[config.mk]
export PLATFORM = sky130hd
export DESIGN_NAME = rmc_tally
export DESIGN_NICKNAME = d
export VERILOG_FILES = /design/src/hdl/range_match_counter_unit_assert.svh /design/src/hdl/rmc_pkg.sv /design/src/hdl/rmc_tally.sv
export SDC_FILE = /design/constraint.sdc
export NUM_CORES = 1
export LEC_CHECK = 0
export ABC_AREA = 1
export BUFFER_PORTS_ARGS = -buffer_cell sky130_fd_sc_hd__buf_4
export CAP_MARGIN = 15
export CELL_PAD_IN_SITES_DETAIL_PLACEMENT = 0
export CELL_PAD_IN_SITES_GLOBAL_PLACEMENT = 1
export CORE_ASPECT_RATIO = 1.4
export CORE_UTILIZATION = 28
export CTS_CLUSTER_SIZE = 16
export DETAILED_ROUTE_END_ITERATION = 6
export PLACE_DENSITY_LB_ADDON = 0.1
export SLEW_MARGIN = 30
export SYNTH_ARGS = -nofsm -noshare
export SYNTH_HDL_FRONTEND = slang
export SYNTH_SLANG_ARGS = --single-unit
[constraint.sdc]
create_clock -name clk -period 4.95 [get_ports clk]
set_clock_uncertainty 0.2 [all_clocks]
set_input_delay 0.99 -clock clk [delete_from_list [all_inputs] [get_ports clk]]
set_output_delay 0.99 -clock clk [all_outputs]
set_load 0.05 [all_outputs]
[src/hdl/range_match_counter_unit_assert.svh]
// Assertion macros shared by the range match counter RTL.
`ifndef RANGE_MATCH_COUNTER_UNIT_ASSERT_SVH
`define RANGE_MATCH_COUNTER_UNIT_ASSERT_SVH

// Same-cycle implication, disabled while in reset.
`define RMC_ASSERT_NOW(label, clk, rst_n, ante, cons) \
	label: assert property (@(posedge clk) disable iff (!rst_n) (ante) |-> (cons)) \
		else $error("rmc assertion failed");

// Next-cycle implication, disabled while in reset.
`define RMC_ASSERT_NEXT(label, clk, rst_n, ante, cons) \
	label: assert property (@(posedge clk) disable iff (!rst_n) (ante) |=> (cons)) \
		else $error("rmc assertion failed");

`endif

[src/hdl/rmc_pkg.sv]
package rmc_pkg;

	localparam int MAX_RANGES = 64;
	localparam int ID_W       = 64;
	localparam int COUNT_W    = 32;
	localparam int S_TDATA_W  = 3 * ID_W;
	localparam int M_TDATA_W  = ((COUNT_W + 2 + 7) / 8) * 8;

	localparam logic [COUNT_W-1:0] HIT_MAX = {COUNT_W{1'b1}};

	typedef enum logic [0:0] {
		OP_INSERT = 1'b0,
		OP_QUERY  = 1'b1
	} op_t;

	// One item as it travels down the chain. A query carries its id in key.
	typedef struct packed {
		op_t             opcode;
		logic [ID_W-1:0] key;
		logic [ID_W-1:0] high;
		logic            hit;
		logic            placed;
	} item_t;

endpackage

[src/hdl/rmc_tally.sv]
module rmc_tally (
	input  logic                             clk,
	input  logic                             arst_n,
	input  logic                             advance,
	input  logic                             in_valid,
	input  rmc_pkg::item_t                   in_item,
	output logic                             out_valid,
	output logic                             is_inside,
	output logic [rmc_pkg::COUNT_W-1:0]      match_total,
	output logic                             table_full
);

	logic                        out_valid_q;
	logic [rmc_pkg::COUNT_W-1:0] hit_q;
	logic                        inside_q;
	logic                        full_q;

	always_ff @(posedge clk or negedge arst_n) begin
		if (!arst_n) begin
			out_valid_q <= 1'b0;
			hit_q       <= '0;
		end else if (advance) begin
			out_valid_q <= in_valid;
			// saturate at the top of the range
			if (in_valid && in_item.hit && (hit_q != rmc_pkg::HIT_MAX)) begin
				hit_q <= hit_q + {{(rmc_pkg::COUNT_W-1){1'b0}}, 1'b1};
			end
		end
	end

	always_ff @(posedge clk) begin
		if (advance) begin
			inside_q <= in_item.hit;
			// an insert that left the chain unplaced was dropped
			full_q   <= (in_item.opcode == rmc_pkg::OP_INSERT) && !in_item.placed;
		end
	end

	assign out_valid   = out_valid_q;
	assign is_inside   = inside_q;
	assign match_total = hit_q;
	assign table_full  = full_q;

endmodule

After elaboration in Yosys (flattened, before gate mapping)
Cells that the tools add are included.
{ "word_totals": {"regBits": 35, "inputBits": 135, "output_inout_bits": 35, "elab_cells": 12} }
{ "classes": {"n_addsub": 1, "eq_ne": 1, "bitwise_logic": 1, "n_reduce_logical": 5} }
{ "op_table": {"columns": ["operator", "count"], "rows": [
  ["$add A32 B1 Y32 const B", 1],
  ["$ne A32 B32 Y1 const B", 1],
  ["$logic_and A1 B1 Y1", 3],
  ["$reduce_and A2 Y1", 1],
  ["$logic_not A1 Y1", 1],
  ["$not A1 Y1", 1]
]} }

Logic depth before layout (Yosys ltp)
{ "logic_depth": {"depth_word": 3, "ltp_mapped": 11, "mapped_depth_nobuf": 10} }

Worst setup path before layout
Ideal clock, no wire load.
{ "synth_path": {"kind": "reg2reg", "from": "reg hit_q (netlist bit match_total[1])", "to": "reg hit_q (netlist bit match_total[16])", "setup_time_ns": 0.118, "t_arrival_ns": 1.820, "required_time_ns": 4.632, "slack_ns": 2.812, "stages_incl_launch_ff": 12, "path_buffers": 1, "synth_period_minus_slack_ns": 2.138, "cell_sequence": "dfrtp_1 -> ha_1 -> inv_1 -> nor2_4 -> nand2_2 -> nor2_4 -> nand2_4 -> nand2_8 -> inv_6 -> buf_12 -> nand2_2 -> nand2_1"} }
{ "synth_via": {"elab_chain_len": 3, "elab_cells_between_ends": 4, "cone_classes": "add/sub (1); eq/ne (1); reduce/logical (2)"} }
{ "synth_lines": {"columns": ["element", "line_no", "rtl"], "rows": [
  ["start, declared", "rmc_tally.sv:14", "logic [rmc_pkg::COUNT_W-1:0] hit_q;"],
  ["start signal, assigned", "rmc_tally.sv:26", "hit_q <= hit_q + {{(rmc_pkg::COUNT_W-1){1'b0}}, 1'b1};"],
  ["parallel branches: the longest is 3 deep, another holds $add A32 B1 Y32", null, null]
]} }
Several ways; the timed one is not identified.
A chain may end at the register's enable or synchronous reset.

Worst setup path after layout
{ "layout_path": {"from": "in advance", "to": "reg hit_q (netlist bit match_total[29])"} }
{ "layout_via": {"elab_chain_len": 1} }
{ "layout_lines": {"columns": ["element", "line_no", "rtl"], "rows": [
  ["start, declared", "rmc_tally.sv:4", "input logic advance,"],
  ["$reduce_and A2 Y1 (no line)", null, null]
]} }
Every way passes these cells.

==> results.sh <==
export IMPL_netlist_cell_type_count=20
export IMPL_critPathKind="in2reg"
export IMPL_synth_area_per_cell_um2=6.67
export IMPL_place_congestion=0.777
export IMPL_io_pins=170
export IMPL_antenna_found_initial=0
export IMPL_cts_max_path_buffers=2
export IMPL_synthesis_area_um2=2330
export IMPL_cts_buffers=5
export IMPL_setup_violations=0
export IMPL_synth_ff_type="dfrtp_1"
export IMPL_final_max_slew_viol_count=0
export IMPL_areaGrowthSynthToFinish_pct=21.8
export IMPL_fin_area_um2=2840
export IMPL_drc=0
export IMPL_post_cts_resized=0
export IMPL_rows=39
export IMPL_root_buffer="clkbuf_16"
export IMPL_critPathTopFamily="simple AND/OR/NAND/NOR gates"
export IMPL_cp_num_buf_inv=2
export IMPL_die_y_um=110
export IMPL_cts_max_level=2
export IMPL_syn_inst=350
export IMPL_power_leakage_uw=0.00134
export IMPL_synth_edf_count=2
export IMPL_outcome="complete, no violations"
export IMPL_final_net_count=529
export IMPL_cpPeakStageDelay_ns=0.39
export IMPL_ff2ff_path_depth=10
export IMPL_initial_utilization=0.288
export IMPL_ys_seq_area_frac=0.380
export IMPL_grt_max_degree=34
export IMPL_ctsHoldBuffers=0
export IMPL_path_cells="buf_4, nand2_1, nor2_2, nand2_8, inv_6, nand2_1, nand2_1"
export IMPL_async_reset_ff_frac=0.943
export IMPL_ant_nets=0
export IMPL_via_count=2171
export IMPL_cts_clk_slew_worst_paths_ns=0.06
export IMPL_ys_warn_count=0
export IMPL_grt_pass1_wl_um=11300
export IMPL_hold_ws_ns=0.335
export IMPL_slew_headroom=0.669
export IMPL_synth_seq_cells=35
export IMPL_grt_overflow=0
export IMPL_hold_viol=0
export IMPL_hpwl_um=4980
export IMPL_drive_gt1_frac=0.178
export IMPL_clock_sinks=35
export IMPL_crit_required_ns=4.98
export IMPL_crit_path_frequent_cell="nand2_1"
export IMPL_p_per_area_nw_per_um2=271
export IMPL_fmax_ghz=0.444
export IMPL_fin_setup_tns_ns=0
export IMPL_post_cts_buffers=0
export IMPL_clk_insertion_delay_late_ns=0.28
export IMPL_grt_use_total=0.174
export IMPL_maxCapViolCount=0
export IMPL_cts_tree="yes"
export IMPL_drtIter0Drc=71
export IMPL_via_per_inst=4.38
export IMPL_dpl_cell_area_um2=2700
export IMPL_port_buffers=41
export IMPL_cp_max_fo=32
export IMPL_wl_um=6870
export IMPL_critPathLaunchType="input port"
export IMPL_diodes=0
export IMPL_die_w_um=79.2
export IMPL_end_kind="flop"
export IMPL_die_area_um2=8710
export IMPL_first_global_vias=2155
export IMPL_wl_per_cell_um=13.9
export IMPL_hold_path_class="reg2reg"
export IMPL_finalCritPeriodShare=0.455
export IMPL_worstPathArrival_ns=2.28
export IMPL_first_pass_iters=4
export IMPL_final_min_clock_period_ns=2.25
export IMPL_cp_depth=7
export IMPL_irDropWorstVdd_uv=261
export IMPL_hold_depth=2
export IMPL_core_um2=8100
export IMPL_slowest_stage="nor2_2"
export IMPL_synth_nets=486
export IMPL_worst_pin_slew_ns=0.496
export IMPL_rsz0062_at_grt="false"
through the flow:
stage	utilization	instances	worst slack [ns]	power, uW
after global routing	0.351	496	2.56	800
after CTS	0.351	496	2.68	782
after detailed placement	0.334	488	2.38	467
final	0.351	496	2.70	770
after floorplan	-	350	2.81	424
after global placement	0.334	488	2.40	466
final timing paths:
check | startpoint | endpoint | slack, ns
max | advance | match_total[29]$_DFFE_PN0P_ | 2.70
min | out_valid$_DFFE_PN0P_ | out_valid$_DFFE_PN0P_ | 0.34
max reg2reg | match_total[0]$_DFFE_PN0P_ | match_total[29]$_DFFE_PN0P_ | 2.85
min reg2reg | out_valid$_DFFE_PN0P_ | out_valid$_DFFE_PN0P_ | 0.34
max in group asynchronous | arst_n | match_total[11]$_DFFE_PN0P_ | 3.76
min in group asynchronous | arst_n | match_total[22]$_DFFE_PN0P_ | 0.46
cells by family (layout without fill, tap and decap cells):
family | count (synthesis) | count (layout) | share of synthesized area
AND/OR/NAND/NOR | 262 | 262 | 0.477
XOR/XNOR | 14 | 14 | 0.0525
adder cells (fa/ha/maj) | 1 | 1 | 0.00536
flip-flops | 35 | 35 | 0.380
buffers and inverters | 33 | 77 | 0.0751
AO/OA/AOI/OAI | 5 | 5 | 0.0107
power breakdown:
group / leakage (uW) / internal [uW] / switching (uW)
registers: 0.000474 / 304 / 21.3
logic: 0.000799 / 39.9 / 95.8
clock network: 0.0000679 / 186 / 124
cells in the mapped netlist, types with 2 or more instances:
cell	instances	share of area
nand2_1	167	0.27
xor2_1	8	0.030
nor2_2	4	0.011
nand3b_1	2	0.0064
xnor2_1	6	0.023
edfxtp_1	2	0.026
inv_1	27	0.043
buf_6	4	0.019
nand2_2	13	0.035
nor2_4	3	0.014
nand3_1	18	0.039
o21ai_0	5	0.011
nor2_1	49	0.079
dfrtp_1	33	0.35
nand4_1	4	0.011
state kept, by name, summed over array words and instances, names as in the netlist:
register and cells:
is_inside 1, match_total 32, out_valid 1, table_full 1
worst min-delay path, delay by kind of cell, from the launching register on:
family	cells	cell delay (ns)
buffers and inverters	1	0.05
AOI/OAI and AO/OA	1	0.07
DFF	1	0.37
per-layer routing:
| layer | vias up | track usage | part of all wire |
|---|---|---|---|
| met2 | 43 | 0.304 | 0.49 |
| met4 | 0 | 0.0506 | 0.012 |
| li1 | 1150 | - | - |
| met1 | 970 | 0.217 | 0.47 |
| met3 | 8 | 0.0337 | 0.033 |
| met5 | - | 0 | 0 |
area by class of cell:
| cell class | instances | area, um2 |
|---|---|---|
| clock inverters | 1 | 5.00 |
| multi-input cells | 282 | 1270 |
| clock buffers | 7 | 133 |
| repair buffers | 41 | 308 |
| fillers | 927 | 5260 |
| inverters | 28 | 110 |
| well taps | 102 | 128 |
| flip-flops and latches | 35 | 886 |
cell usage in the layout, fill, tap and decap left out, drive strengths merged:
| cell type | count |
|---|---|
| buf | 41 |
| clkbuf | 7 |
| clkinv | 1 |
| dfrtp | 33 |
| edfxtp | 2 |
| ha | 1 |
| inv | 28 |
| nand2 | 182 |
| nand3 | 18 |
| nand3b | 2 |
| nand4 | 4 |
| nor2 | 56 |
| o21ai | 5 |
| xnor2 | 6 |
| xor2 | 8 |
(Power assumes the default switching activity.)
