<file path="config.mk">
export PLATFORM = sky130hd
export DESIGN_NAME = rmc_cell
export DESIGN_NICKNAME = d
export VERILOG_FILES = /design/src/hdl/range_match_counter_unit_assert.svh /design/src/hdl/rmc_pkg.sv /design/src/hdl/rmc_cell.sv
export SDC_FILE = /design/constraint.sdc
export NUM_CORES = 1
export LEC_CHECK = 0
export BUFFER_PORTS_ARGS = -buffer_cell sky130_fd_sc_hd__buf_2
export CELL_PAD_IN_SITES_DETAIL_PLACEMENT = 1
export CELL_PAD_IN_SITES_GLOBAL_PLACEMENT = 1
export CORE_MARGIN = 2
export CORE_UTILIZATION = 47
export DETAILED_ROUTE_END_ITERATION = 10
export PLACE_DENSITY = 0.92
export SYNTH_ARGS = -nofsm -noshare
export SYNTH_HDL_FRONTEND = slang
export SYNTH_SLANG_ARGS = --single-unit
</file>
<file path="constraint.sdc">
create_clock -name clk -period 13.1 [get_ports clk]
set_clock_uncertainty 0.1 [all_clocks]
set_input_delay 2.62 -clock clk [delete_from_list [all_inputs] [get_ports clk]]
set_output_delay 2.62 -clock clk [all_outputs]
set_load 0.03 [all_outputs]
</file>
<file path="src/hdl/range_match_counter_unit_assert.svh">
// Assertion macros shared by the range match counter RTL.
`ifndef RANGE_MATCH_COUNTER_UNIT_ASSERT_SVH
`define RANGE_MATCH_COUNTER_UNIT_ASSERT_SVH

// Same-cycle implication, disabled while in reset.
`define RMC_ASSERT_NOW(label, clk, rst_n, ante, cons) \
	label: assert property (@(posedge clk) disable iff (!rst_n) (ante) |-> (cons)) \
		else $error("rmc assertion failed");

// Next-cycle implication, disabled while in reset.
`define RMC_ASSERT_NEXT(label, clk, rst_n, ante, cons) \
	label: assert property (@(posedge clk) disable iff (!rst_n) (ante) |=> (cons)) \
		else $error("rmc assertion failed");

`endif

</file>
<file path="src/hdl/rmc_pkg.sv">
package rmc_pkg;

	localparam int MAX_RANGES = 64;
	localparam int ID_W       = 64;
	localparam int COUNT_W    = 32;
	localparam int S_TDATA_W  = 3 * ID_W;
	localparam int M_TDATA_W  = ((COUNT_W + 2 + 7) / 8) * 8;

	localparam logic [COUNT_W-1:0] HIT_MAX = {COUNT_W{1'b1}};

	typedef enum logic [0:0] {
		OP_INSERT = 1'b0,
		OP_QUERY  = 1'b1
	} op_t;

	// One item as it travels down the chain. A query carries its id in key.
	typedef struct packed {
		op_t             opcode;
		logic [ID_W-1:0] key;
		logic [ID_W-1:0] high;
		logic            hit;
		logic            placed;
	} item_t;

endpackage

</file>
<file path="src/hdl/rmc_cell.sv">
module rmc_cell (
	input  logic          clk,
	input  logic          arst_n,
	input  logic          advance,
	input  logic          in_valid,
	input  rmc_pkg::item_t in_item,
	output logic          out_valid,
	output rmc_pkg::item_t out_item,
	output logic          occupied
);

	logic                     valid_q;
	logic [rmc_pkg::ID_W-1:0] start_q;
	logic [rmc_pkg::ID_W-1:0] end_q;
	logic                     out_valid_q;
	rmc_pkg::item_t           out_item_q;
	rmc_pkg::item_t           next_item;
	logic                     claim;
	logic                     match;

	// The first empty cell an insert reaches takes its range.
	assign claim = in_valid && (in_item.opcode == rmc_pkg::OP_INSERT)
		&& !in_item.placed && !valid_q;

	assign match = valid_q && (in_item.opcode == rmc_pkg::OP_QUERY)
		&& (start_q <= in_item.key) && (in_item.key <= end_q);

	always_comb begin
		next_item        = in_item;
		next_item.hit    = in_item.hit | match;
		next_item.placed = in_item.placed | claim;
	end

	always_ff @(posedge clk or negedge arst_n) begin
		if (!arst_n) begin
			valid_q     <= 1'b0;
			out_valid_q <= 1'b0;
		end else if (advance) begin
			out_valid_q <= in_valid;
			if (claim) begin
				valid_q <= 1'b1;
			end
		end
	end

	always_ff @(posedge clk) begin
		if (advance) begin
			out_item_q <= next_item;
			if (claim) begin
				start_q <= in_item.key;
				end_q   <= in_item.high;
			end
		end
	end

	assign out_valid = out_valid_q;
	assign out_item  = out_item_q;
	assign occupied  = valid_q;

endmodule

</file>
After elaboration in Yosys (flattened, before gate mapping)

Cells that the tools add are included.

Memories: 0
Word-level logic and storage cells: 23
Bits in latches: 0
Bits in registers: 261
Output and inout bits: 133
ROM bits: 0
RAM bits: 0
Input port bits: 135

Divide/modulo/power cells: 0
Shift operators: 0
Mux-type cells: 0
Add/sub/neg operators: 0
Equal/unequal tests: 0
Bitwise logic cells: 3
Multiply operators: 0
Reduce and logical (&&, ||, !) cells: 9
Magnitude comparators: 2

Operator list:

| kind                            | number |
|---|---|
| 64-bit less-or-equal comparator | 2 |
| 1-bit logical AND               | 6 |
| 1-bit zero test                 | 2 |
| 1-bit bitwise OR                | 2 |
| 2-bit AND reduction             | 1 |
| 1-bit NOT                       | 1 |

Longest topological paths before layout

Gate-level depths: netlist of the first run.

Word-level depth: 5
Gate-level depth with buffers: 9

Worst setup path before layout of the first run

No wires, ideal clock.

Kind: input to register
Start point: in in_item[130] in the netlist's numbering
End point: reg end_q[0] in the netlist's numbering, enable pin
Stages: 2
Library setup time: 504 ps
Buffers on the path: 0
Required time: 12496 ps
Data arrival time: 5825 ps
Setup slack: 6671 ps
Path through: nor3b_1 > and3b_1

Longest elaborated chain between the ends: 5

Ends and longest elaborated chain:

| item                                 | RTL line       | text |
|---|---|---|
| start: declaration                   | rmc_cell.sv:6  | `input rmc_pkg::item_t in_item,` |
| 1-bit NOT                            | rmc_cell.sv:22 | `assign claim = in_valid && (in_item.opcode == rmc_pkg::OP_INSERT)` |
| 1-bit logical AND                    | rmc_cell.sv:22 |  |
| 1-bit logical AND (2 in a row)       | rmc_cell.sv:23 | `&& !in_item.placed && !valid_q;` |
| 2-bit AND reduction (no source line) | --             |  |
| end signal: assignment               | rmc_cell.sv:51 | `end_q <= in_item.high;` |
| end: declaration                     | rmc_cell.sv:14 | `logic [rmc_pkg::ID_W-1:0] end_q;` |

No other way between the ends.
A chain may end at the register's enable or synchronous reset.

Worst setup path in the final report of the first run

Start point: in advance
End point: reg end_q[29] in the netlist's numbering, enable pin

Longest elaborated chain between the ends: 1

Ends and longest elaborated chain:

| item                                 | RTL line      | text |
|---|---|---|
| start: declaration                   | rmc_cell.sv:4 | `input logic advance,` |
| 2-bit AND reduction (no source line) | --            |  |

No other way between the ends.

==> results.toml, run 1 <==
[outcome]
status = "complete, no violations"

[grt]
antenna_found_initial = 5
grt_use_total = 0.2333
grt_pass1_vias = 8108
grt_max_degree = 72
grt_pass1_wl_um = 44020
overflow = 0

[synth]
synth_edf_count = 259
synth_compound_area_frac = 0.05489
synth_xor_area_frac = 0
ys_warn_count = 0
yosysTopAreaCell = "edfxtp_1"
synth_area_sq_mm = 0.01112
synthSimpleGateAreaFrac = 0.05152
synth_area_leaders = "edfxtp_1 70%, ha_1 14%, inv_1 4.5%, a21oi_1 2.4%, nand2_1 1.3%"
synth_cell_types = 36
synth.ff_latch_count = 261
synth_fa_ha_area_frac = 0.1440
syn_avg_cell_area_sq_um = 15.26
synth.top_cell.area_share = 0.6992
muxShareOfSynthArea = 0.001012
yosysSeqAreaShare = 0.7037
synth_top_family_by_area = "adder cells"
netlist_instances = 729
async_flop_share = 0.007663
syn_nets = 992
synthFlopType = "edfxtp_1"

[cts]
ctsHtreeMaxLevel = 1
worst_skew_pair.late_latency_ps = 530
clk_pin_slew_ps = 60
cts_setup_buffers = 0
cts_sinks = 261
cts_buffers = 28
cts_resized = 0
clockBufferDepth = 3
cts_tree = "built"
cts_root_buf = "clkbuf_16"
ctsHoldBuffers = 0

[placed_design]
postPlaceCellArea_sq_mm = 0.01288
dp_slack_ps = 7556
place.detailed.hpwl_um = 22140
io_buffers = 267
dp.cells = 1317
gp_congestion = 0.7884

[layout]
final_cell_count_no_fill = 1372
final_common_cell = "buf_2"
syn_to_final_growth_pct = 24.00
drive_gt1_frac = 0.3019
final_cell_mix = "266 x buf_2, 259 x edfxtp_1, 133 x inv_1"
final_nets = 1291
final_area_sq_mm = 0.01379
fillers = 2331

[setup_path]
startpoint = "advance"
crit_cells = 3
slowest_stage = "and3b_4"
worstRegToRegCells = 3
worst_ep_arrival_time_ps = 5010
worst_setup_path_end_kind = "flip-flop"
crit_chain = "buf_6, and3b_4, buf_4"
r2r-start = "occupied"
critical_path_class = "in2reg"
critPathTopFamily = "buffers and inverters"
cp.required_ps = 13150
critPathLaunchType = "input port"
critPathBufInv = 2
critical-path-max-stage-delay_ps = 950
crit_fanout = 71

[floorplanning]
die_area_sq_mm = 0.02491
core_sq_mm = 0.02333
start_util = 0.4767
pin_count = 268
die_w_um = 157.8
row_count = 56
die_h_um = 157.8

[timing]
drv_slew = 0
setup_viol = 0
setup_slack_ps = 8140
timing.final.crit_period_ps = 4960
fin_tns_setup_ps = 0
worst_pin_slew_ps = 983.0
fmax_mhz = 201.6
hold_ws_ps = 498.4
rsz0062_at_grt = "false"
slew_headroom = 0.3447
final-hold-violation-count = 0
fin_crit_sh = 0.3786

[route]
post_drt_wl_per_cell_um = 21.31
antenna_left = 0
drt_first_iter_violations = 341
post-route-drc-count = 0
first_pass_iters = 6
vias = 7143
drt-vias-per-instance = 5.206
wl_um = 29240

[pwr]
p_seq_frac = 0.497
vdd_drop_max_mv = 0.1341
power_density_mw_per_mm2 = 142.8
switching_share = 0.2466
p_comb_frac = 0.113
power.switching_mw = 0.4859
power.internal_mw = 1.484
clock_power_share = 0.390
p_leak_nw = 6.106

[hold_path]
holdCritStartpoint = "out_valid"
hold_path_class = "reg2reg"
hold_depth = 1

[run]
drv_cap = 0
[cell usage after synthesis (5+ instances only)]
master and instances:
nand2_1 40, inv_1 133, nand3_1 12, ha_1 128, a21o_1 10, a21oi_1 54, nand4_1 14, a221oi_1 6
o21ai_0 15, nor3_1 6, and4_1 6, edfxtp_1 259, nor2_1 5
[sequential cells by signal (all words and copies together) (netlist names)]
signal and cells:
end_q 64, occupied 1, out_item 131, out_valid 1, start_q 64
[per-stage QoR]
stage                       util  power [mW]
after floorplan                -       1.115
after global placement    0.5522       1.200
after detailed placement  0.5522       1.219
after CTS                 0.5908       1.988
after global routing      0.5912       2.030
final                     0.5912       1.970
[power groups by stage]
stage / registers, mW / clock network [mW] / logic, mW
global route: 0.982 / 0.807 / 0.241
global placement: 0.991 / 0 / 0.209
finish: 0.979 / 0.768 / 0.223
CTS: 0.979 / 0.783 / 0.226
floorplan: 1.06 / 0 / 0.0503
detailed placement: 0.996 / 0 / 0.223
[path summary, 6_finish.rpt]
path / end / slack [ps]
setup / recovery: end_q[29] / 8140
hold / removal: out_valid / 500
setup reg to reg: end_q[29] / 10050
hold reg to reg: out_valid / 500
max in group asynchronous: occupied / 10990
min in group asynchronous: out_valid / 1790
[per-layer routing]
layer	vias to the layer above	GRT usage	routed length, um
met4	2	0.07749	894
met3	66	0.04763	1720
met5	-	0	13
met1	3528	0.2530	10700
met2	253	0.4491	15910
li1	3294	-	-
[cell type report]
class | count | area (sq um) | share of cell area
inverter | 133 | 499.2 | 0.03619
clock buffer | 42 | 824.5 | 0.05978
multi-input combinational | 335 | 2800 | 0.2030
clock inverter | 10 | 77.57 | 0.005624
antenna | 3 | 7.507 | 0.0005443
tap | 319 | 399.1 | 0.02894
timing repair buffer | 269 | 1358 | 0.09842
sequential | 261 | 7828 | 0.5675
[kinds of logic (layout without fill, tap and decap cells)]
family                     Yosys count  after routing
DFF                                261            261
buffers and inverters              133            454
adders and majority gates          128            128
AOI/OAI and AO/OA                  103            103
and+or+nand+nor                    103            103
muxes                                1              1
other                                0              3
Note: power is estimated with default switching activity, not from simulation.
==> run 2, diff against run 1 <==
--- a/config.mk
+++ b/config.mk
@@ -5,13 +5,14 @@
 export SDC_FILE = /design/constraint.sdc
 export NUM_CORES = 1
 export LEC_CHECK = 0
+export ABC_AREA = 1
 export BUFFER_PORTS_ARGS = -buffer_cell sky130_fd_sc_hd__buf_2
 export CELL_PAD_IN_SITES_DETAIL_PLACEMENT = 1
 export CELL_PAD_IN_SITES_GLOBAL_PLACEMENT = 1
 export CORE_MARGIN = 2
-export CORE_UTILIZATION = 47
+export CORE_UTILIZATION = 39
 export DETAILED_ROUTE_END_ITERATION = 10
-export PLACE_DENSITY = 0.92
+export PLACE_DENSITY = 0.83
 export SYNTH_ARGS = -nofsm -noshare
 export SYNTH_HDL_FRONTEND = slang
 export SYNTH_SLANG_ARGS = --single-unit
==> constraint.sdc (replaced) <==
create_clock -name clk -period 4.4 [get_ports clk]
set_clock_uncertainty 0.1 [all_clocks]
set_input_delay 0.88 -clock clk [delete_from_list [all_inputs] [get_ports clk]]
set_output_delay 0.88 -clock clk [all_outputs]
set_load 0.03 [all_outputs]
==> run 2 against run 1 <==
Clock-buffer cell count decreased by 7; sequential cell count is the same; critical path depth grew 1; wire length shrank 9.2%; register-to-register slack worse by 7800 ps; final cell count is 12% higher; die area is 21% higher; power rose to 3.0 times the previous value; critical endpoint is now end_q[27]; largest cell class unchanged; largest power group unchanged.
==> results.toml, run 2 <==
[outcome]
status = "complete, no violations"

[setup_path]
critical_path_class = "in2reg"
cp.required_ps = 4460
critPathTopFamily = "buffers and inverters"
crit_fanout = 65
critical-path-max-stage-delay_ps = 700
worst_setup_path_end_kind = "flip-flop"
crit_chain = "buf_6, inv_1, nor2_4, buf_4"
critPathLaunchType = "input port"
critPathBufInv = 3
slowest_stage = "buf_4"
worst_ep_arrival_time_ps = 2330

[route]
first_pass_iters = 4
drt-vias-per-instance = 4.742
antenna_left = 0
drt_first_iter_violations = 220
post-route-drc-count = 0
vias = 7256
post_drt_wl_per_cell_um = 17.35
wl_um = 26540

[layout]
drive_gt1_frac = 0.2760
final_cell_count_no_fill = 1530
syn_to_final_growth_pct = 24.62
largest_reg_flops = 131
final_nets = 1388
final_cell_mix = "266 x buf_2, 259 x edfxtp_1, 152 x inv_1"
final_common_cell = "buf_2"

[hold_path]
hold_path_class = "reg2reg"

[synth]
synth.ff_latch_count = 261
netlist_instances = 823
synth_edf_count = 259
syn_nets = 1086
synth_area_leaders = "edfxtp_1 69%, ha_1 14%, inv_1 5.1%, nand2_1 4.2%, a21oi_1 2.7%"
synth_area_sq_mm = 0.01127
synth_most_common_cell = "edfxtp_1"
synthFlopType = "edfxtp_1"
async_flop_share = 0.007663
ys_warn_count = 0
yosysSeqAreaShare = 0.6948
synth_common_cells = "259 x edfxtp_1, 152 x inv_1, 128 x ha_1"
yosysTopAreaCell = "edfxtp_1"
syn_avg_cell_area_sq_um = 13.69
synth_cell_types = 21
synth.top_cell.area_share = 0.6904

[timing]
slew_headroom = 0.2389
fmax_mhz = 439.7
rsz0062_at_grt = "false"
timing.final.crit_period_ps = 2274
worst_pin_slew_ps = 1142
drv_slew = 0
hold_ws_ps = 402.0
fin_crit_sh = 0.5169
fin_tns_setup_ps = 0
setup_viol = 0
final-hold-violation-count = 0

[cts]
worst_skew_pair.late_latency_ps = 530
cts_tree = "built"
clk_pin_slew_ps = 60
cts_buffers = 29
cts_root_buf = "clkbuf_16"
ctsHtreeMaxLevel = 1
cts_resized = 0
cts_setup_buffers = 0
cts_sinks = 261
clockBufferDepth = 3

[pwr]
p_leak_nw = 6.329
power_density_mw_per_mm2 = 417.3
vdd_drop_max_mv = 0.3531

[grt]
grt_pass1_wl_um = 41070
grt_max_degree = 83
antenna_found_initial = 2
grt_pass1_vias = 7940
grt_use_total = 0.1731
overflow = 0

[placed_design]
dp.cells = 1477
gp_congestion = 0.7816
place.detailed.hpwl_um = 19750
io_buffers = 267

[floorplanning]
pin_count = 268
die_h_um = 174.0
start_util = 0.3946
die_area_sq_mm = 0.03026
core_sq_mm = 0.02855
die_w_um = 174.0
row_count = 62

[run]
drv_cap = 0
==> run 2: changes by cell type in the layout (fill, tap and decap cells not counted), moves of 7 or more <==
cell,change
nand2_1,+86
o21ai_1,+10
a21o_1,-8
inv_1,+19
o21ai_0,-10
a21oi_1,+7
nor2_1,+26
==> run 2: power by group <==
group          switching (mW)  internal (mW)
logic                   0.452          0.189
registers              0.0342           2.87
clock network           0.943           1.37
==> run 2: metrics by stage <==
| step | util | worst slack (ps) | total power, mW | area [sq um] |
|---|---|---|---|---|
| after global routing | 0.4917 | 1953 | 6.064 | 14040 |
| after detailed placement | 0.4600 | 1537 | 3.602 | 13130 |
| after global placement | 0.4600 | 1554 | 3.566 | 13130 |
| final | 0.4918 | 2126 | 5.859 | 14040 |
| after floorplan | - | 875.4 | 3.312 | 11270 |
| after CTS | 0.4917 | 2107 | 5.930 | 14040 |
==> run 2: per-layer routing <==
layer  part of all wire  global-route usage  vias up
met3              0.053             0.03718       55
met2               0.53              0.3308      215
met4              0.029             0.04972        2
met1               0.39              0.1922     3513
li1                   -                   -     3471
met5            0.00049                   0        -
==> run 2: path summary, 6_finish.rpt <==
path	startpoint	to	slack [ps]	cells past startpoint
max in group asynchronous	arst_n	out_valid	3550	2
worst max register to register	end_q[47]	out_item[1]	2250	11
worst min register to register	out_valid	out_valid	400	2
worst max-delay path	advance	end_q[27]	2130	4
worst min-delay path	out_valid	out_valid	400	2
min in group asynchronous	arst_n	occupied	560	2
==> run 2: logic make-up (layout without fill, tap and decap cells) <==
kind of cell    Yosys count  in the layout  share of synthesized area
buf+inv                 156            478                    0.05198
flops                   261            261                     0.6948
simple gates            192            192                    0.07086
compound gates           86             86                    0.04020
other cells               0              1                          0
fa+ha+maj               128            128                     0.1422
==> run 2: timing repair <==
action	CTS	global route
endpoints found under the setup margin	0	0
hold endpoints to repair	2	0
hold buffers	1	0
==> run 2: tightest hold or removal path: stages, from the launching register on <==
cell	delay, ps
dfrtp_1	340
nand2_1	60
nand2_1	60
==> run 2: final cells by class <==
type	count	area, sq um
Antenna cell	1	2.502
Clock buffer	35	748.2
Clock inverter	16	147.6
Fill cell	3009	14510
Inverter	156	585.6
Multi-Input combinational cell	406	2860
Sequential cell	261	7828
Tap cell	384	480.5
Timing Repair Buffer	271	1388
